File: src/hdl/fbpr_pkg.sv
// Shared constants, types and helpers for the page-mode frame store.
package fbpr_pkg;

  localparam int COLUMNS   = 128;
  localparam int PAGES     = 8;
  localparam int ROWS      = PAGES * 8;
  localparam int DEPTH     = COLUMNS * PAGES;
  localparam int CMD_SLOTS = 3;

  localparam int ADDR_W = $clog2(DEPTH);
  localparam int COL_W  = $clog2(COLUMNS);
  localparam int PG_W   = (PAGES > 1) ? $clog2(PAGES) : 1;
  localparam int SLOT_W = $clog2(COLUMNS + CMD_SLOTS);

  localparam logic [7:0] CMD_PAGE_BASE = 8'hB0;
  localparam logic [7:0] CMD_COL_LOW   = 8'h00;
  localparam logic [7:0] CMD_COL_HIGH  = 8'h10;

  localparam logic [2:0] ACT_POINT   = 3'd0;
  localparam logic [2:0] ACT_FILL    = 3'd1;
  localparam logic [2:0] ACT_CLEAR   = 3'd2;
  localparam logic [2:0] ACT_REFRESH = 3'd3;
  localparam logic [2:0] ACT_TICK    = 3'd4;

  // refresh sequencer status toward the controller
  typedef struct packed {
    logic              busy;
    logic              is_data;
    logic              last;
    logic [PG_W-1:0]   page;
    logic [COL_W-1:0]  col;
    logic [7:0]        cmd_byte;
  } refr_status_t;

  // store address of column col, page pg
  function automatic logic [ADDR_W-1:0] addr_of(input logic [COL_W-1:0] col,
                                                input logic [PG_W-1:0] pg);
    addr_of = ADDR_W'(int'(col) * PAGES + int'(pg));
  endfunction

  // bits of page pg whose rows lie in [y_lo, y_hi]; bit 7 is the page's top row
  function automatic logic [7:0] page_mask(input logic [PG_W-1:0] pg,
                                           input logic [7:0] y_lo,
                                           input logic [7:0] y_hi);
    int row;
    page_mask = '0;
    for (int b = 0; b < 8; b++) begin
      row = (PAGES - 1 - int'(pg)) * 8 + (7 - b);
      page_mask[b] = (row >= int'(y_lo)) && (row <= int'(y_hi));
    end
  endfunction

endpackage

File: src/hdl/fbpr_refresh.sv
// Refresh sequencer: page and slot counters, command byte generation.
module fbpr_refresh
  import fbpr_pkg::*;
(
  input  logic         clk,
  input  logic         rst,
  input  logic         start,
  input  logic         step,
  output refr_status_t status
);

  logic              busy;
  logic [PG_W-1:0]   page;
  logic [SLOT_W-1:0] slot;
  logic              slot_end;
  logic              page_end;

  assign slot_end = (slot == SLOT_W'(CMD_SLOTS + COLUMNS - 1));
  assign page_end = (page == PG_W'(PAGES - 1));

  always_ff @(posedge clk) begin
    if (rst) begin
      busy <= 1'b0;
      page <= '0;
      slot <= '0;
    end else if (start) begin
      busy <= 1'b1;
      page <= '0;
      slot <= '0;
    end else if (step && busy) begin
      if (slot_end) begin
        slot <= '0;
        if (page_end) begin
          page <= '0;
          busy <= 1'b0;
        end else begin
          page <= page + 1'b1;
        end
      end else begin
        slot <= slot + 1'b1;
      end
    end
  end

  always_comb begin
    status.busy    = busy;
    status.page    = page;
    status.is_data = (slot >= SLOT_W'(CMD_SLOTS));
    status.col     = COL_W'(slot - SLOT_W'(CMD_SLOTS));
    status.last    = slot_end && page_end;
    case (slot)
      SLOT_W'(0): status.cmd_byte = CMD_PAGE_BASE + 8'(page);
      SLOT_W'(1): status.cmd_byte = CMD_COL_LOW;
      default:    status.cmd_byte = CMD_COL_HIGH;
    endcase
  end

endmodule

File: config.mk
export PLATFORM = sky130hd
export DESIGN_NAME = fbpr_refresh
export DESIGN_NICKNAME = d
export VERILOG_FILES = /design/src/hdl/fbpr_pkg.sv /design/src/hdl/fbpr_refresh.sv
export SDC_FILE = /design/constraint.sdc
export NUM_CORES = 1
export LEC_CHECK = 0
export ABC_CLOCK_PERIOD_IN_PS = 3610
export BUFFER_PORTS_ARGS = -buffer_cell sky130_fd_sc_hd__buf_2
export CAP_MARGIN = 0
export CORE_MARGIN = 8
export CORE_UTILIZATION = 53
export CTS_BUF_LIST = sky130_fd_sc_hd__clkbuf_8 sky130_fd_sc_hd__clkbuf_16
export DETAILED_ROUTE_END_ITERATION = 6
export PLACE_DENSITY = 0.83
export SLEW_MARGIN = 30
export SYNTH_ARGS = -nofsm -noshare
export SYNTH_HDL_FRONTEND = slang
export SYNTH_SLANG_ARGS = --single-unit
File: constraint.sdc
create_clock -name clk -period 3.61 [get_ports clk]
set_clock_uncertainty 0.1 [all_clocks]
set_input_delay 0.5415 -clock clk [delete_from_list [all_inputs] [get_ports clk]]
set_output_delay 0.5415 -clock clk [all_outputs]
set_load 0.1 [all_outputs]
; Yosys cells after proc, flatten, opt, wreduce, memory -nomap -nowiden
; Index checks and enable logic that the tools add are counted.
; W data, S select, Z words.
[totals]
regBits = 12
input_bits = 4
elab_cells = 27
[classes]
addsub = 4
order_cmp = 1
n_eq_ne = 3
n_mux = 7
reduce_logical = 9
[ops]
columns = cell, n
row1 = $pmux W8 S2, 1
row2 = $add A8 B1 Y8 const B, 1
row3 = $add A8 B3 Y8 const A, 1
row4 = $eq A8 B1 Y1 const B, 1
row5 = $eq A8 B8 Y1 const B, 1
row6 = $ge A8 B2 Y1 const B, 1
row7 = $logic_not A8 Y1, 1
row8 = $mux W8, 1
row9 = $sub A7 B2 Y7 const B, 1
row10 = $reduce_bool A2 Y1, 3
row11 = $mux W1, 4
row12 = $add A3 B1 Y3 const B, 1
row13 = $eq A3 B3 Y1 const B, 1
row14 = $mux W3, 1
row15 = $reduce_and A3 Y1, 1
row16 = $logic_and A1 B1 Y1, 2
row17 = $reduce_and A2 Y1, 1
row18 = $reduce_or A2 Y1, 1

; Logic depth before layout (Yosys ltp)
[logic_depth]
depth_word = 5
mapped_depth = 5
depth_no_buf = 5

; Least setup slack after synthesis
; Ideal clock, no wire load.
[synth_path]
path_type = flip-flop to output port
startpoint = register slot[3]
endpoint = output port status[14] (netlist name)
arrival_ns = 2.530
slack_ns = 0.438
stages_incl_launch_ff = 5
cell_sequence = dfxtp_1 > buf_6 > nor4_2 > nand2_1 > xnor2_1
[synth_rtl]
columns = element, line_no
row1 = "start, declared", fbpr_refresh.sv:14  ; logic [SLOT_W-1:0] slot;
row2 = "start signal, assigned", fbpr_refresh.sv:40  ; slot <= slot + 1'b1;
row3 = "end, declared", fbpr_refresh.sv:9  ; output refr_status_t status

==> results.yml <==
placed_design:
  dp_hpwl_um: 1480
  gp_congestion: 0.981
  post-place-cells: 129
  numPortBuffers: 22
yosys:
  synthCells: 98
  synth-seq-cells: 12
  synthTopCellsByCount: "dfxtp_1 (12), a21oi_1 (10), nand2_1 (8), ha_1 (6), buf_4 (5)"
  synth_edf_count: 0
  yosys.area.top_type_share_pct: 29.4
  synth_top_flop_cell: "dfxtp_1"
  synth_area_per_cell_um2: 8.34
  yosys_warnings: 0
  yosysUniqueCellTypes: 31
  synth-seq-area-share_pct: 29.4
  synthArstFlopShare_pct: 0
  syn_area_um2: 817
  netlist.top_cell.by_area: "dfxtp_1"
  yosysMostFrequentCell: "dfxtp_1"
  synth_area_leaders: "dfxtp_1 (29%), ha_1 (9.2%), a21oi_1 (6.1%)"
routing:
  ant_nets: 0
  wl_per_cell_um: 15.2
  drt-total-wl_um: 2020
  dr.pass1.iters: 4
  vias: 783
  drt_first_iter_violations: 28
  remaining_drc_errors: 0
  vias_per_cell: 5.89
clocking:
  cts_resized: 0
  ctsHoldBuffers: 0
  numCtsBuffers: 3
  clock_latency_ns: 0.24
  cts_root_buf: "clkbuf_8"
  cts_sinks: 12
  cts_tree: "built"
  clockBufferDepth: 2
  path_clk_slew_ns: 0.06
  cts_setup_buffers: 0
  h-tree-depth: 1
grt:
  grt_usage_pct: 12.7
  use_met3_pct: 3.65
  first_global_vias: 736
  grt_max_degree: 10
  busiest_layer: "met2"
  grt_use_met1_pct: 13.6
  grt_pass1_wl_um: 3290
  met2_usage_pct: 21.6
  antenna_found_initial: 0
  overflow: 0
sta:
  maxSlewHeadroom_pct: 60.6
  fmax_ghz: 0.371
  min_period_ns: 2.70
  fin_hold_ws_ns: 0.368
  hold_viol_final: 0
  setup_tns_ns: 0
  fin_crit_sh_pct: 74.8
  slew_violations: 0
  setup_viol: 0
  rsz0062_at_grt: "no"
  worstMarginPinSlew_ns: 0.587
floorplanning:
  core_um2: 1470
  die_area_um2: 3050
  io_pins: 25
  die_h_um: 55.3
  start_util_pct: 55.5
  dieWidth_um: 55.3
  rows: 14
setup_path:
  critPathCaptureType: "primary output"
  worstSetupStartpointType: "flip-flop"
  crit_fanout: 8
  slowest_delay_ns: 0.61
  cp.arrival_ns: 2.06
  crit_required_ns: 2.97
  slowest_stage: "or4_4"
  worstPathCellList: "or4_4 > nor3_4 > and2_1 > buf_2"
  critPathKind: "reg2out"
  rrSetupSlack_ns: 1.94
flow_run:
  maxCapViolCount: 0
hold_path:
  hold_class: "in2reg"
cells_and_area:
  diodes: 0
  drive_gt1_share_pct: 27.4
  nFillCells: 132
  nets: 128
  instances_no_fill: 133
  area_delta_synth_final_pct: 16.1
  fin_util_pct: 64.5
power_and_ir_drop:
  power_leakage_nw: 0.404
  peakVddDrop_mv: 0.203
  power_density_nw_per_um2: 344
  finalPower_uw: 326
outcome:
  status: "finished, final reports clean"
[placed cells by master (no fill, tap or decap), types with 3 or more instances in the layout]
cell type  count
or3_1          4
a21oi_1       10
nand4_1        3
inv_1          4
and3_1         4
nand3_1        4
xnor2_1        4
nor2_1         4
o21ai_0        4
buf_2         22
dfxtp_1       12
ha_1           6
o31ai_1        4
nand2_1        8
clkbuf_8       4
xor2_1         3
[critical path, delay by kind of cell (launching register included)]
family                 cells  cell delay (ns)
and+or+nand+nor            3             0.99
buffers and inverters      1             0.43
DFF                        1             0.40
[metrics by stage]
| step | worst slack (ns) | instance area [um^2] |
|---|---|---|
| finish | 0.911 | 948 |
| global route | 0.855 | 948 |
| CTS | 0.924 | 948 |
| detailed placement | 1.19 | 893 |
| global placement | 1.24 | 893 |
| floorplan | 0.438 | 821 |
[cell families after synthesis]
group	synth area share (%)
AOI/OAI and AO/OA	14.4
xor gates and xnor gates	7.50
adders and majority gates	9.19
buffers and inverters	8.88
DFF	29.4
other	0.459
and+or+nand+nor	30.2
[per-layer routing]
| layer | routed length [um] | vias to the layer above |
|---|---|---|
| met4 | 30 | 0 |
| li1 | - | 383 |
| met2 | 1030 | 28 |
| met5 | 0 | - |
| met3 | 99 | 4 |
| met1 | 861 | 368 |
[power by group]
group          total [mW]  switching [mW]  internal (mW)
clock               0.149          0.0529         0.0964
combinational      0.0409          0.0347        0.00612
sequential          0.136         0.00223          0.134
total               0.326          0.0899          0.236
[flip-flops by register name, summed over array words and instances (netlist names)]
| signal | flops |
|---|---|
| page | 3 |
| busy | 1 |
| slot | 8 |
[cell type report]
class	count	area, um^2	area share (%)
clock buffer	4	55.1	5.80
inverter	4	15.0	1.58
multi-input combinational	75	508	53.6
sequential	12	240	25.3
tap	16	20.0	2.11
timing repair buffer	22	110	11.6
[worst paths after layout]
path,start,to,depth (start not counted)
min,rst,busy,2
max,slot[3],status[5],4
min reg2reg,page[1],page[1],2
max reg2reg,slot[2],slot[7],3
Note: power is estimated with default switching activity, not from simulation.
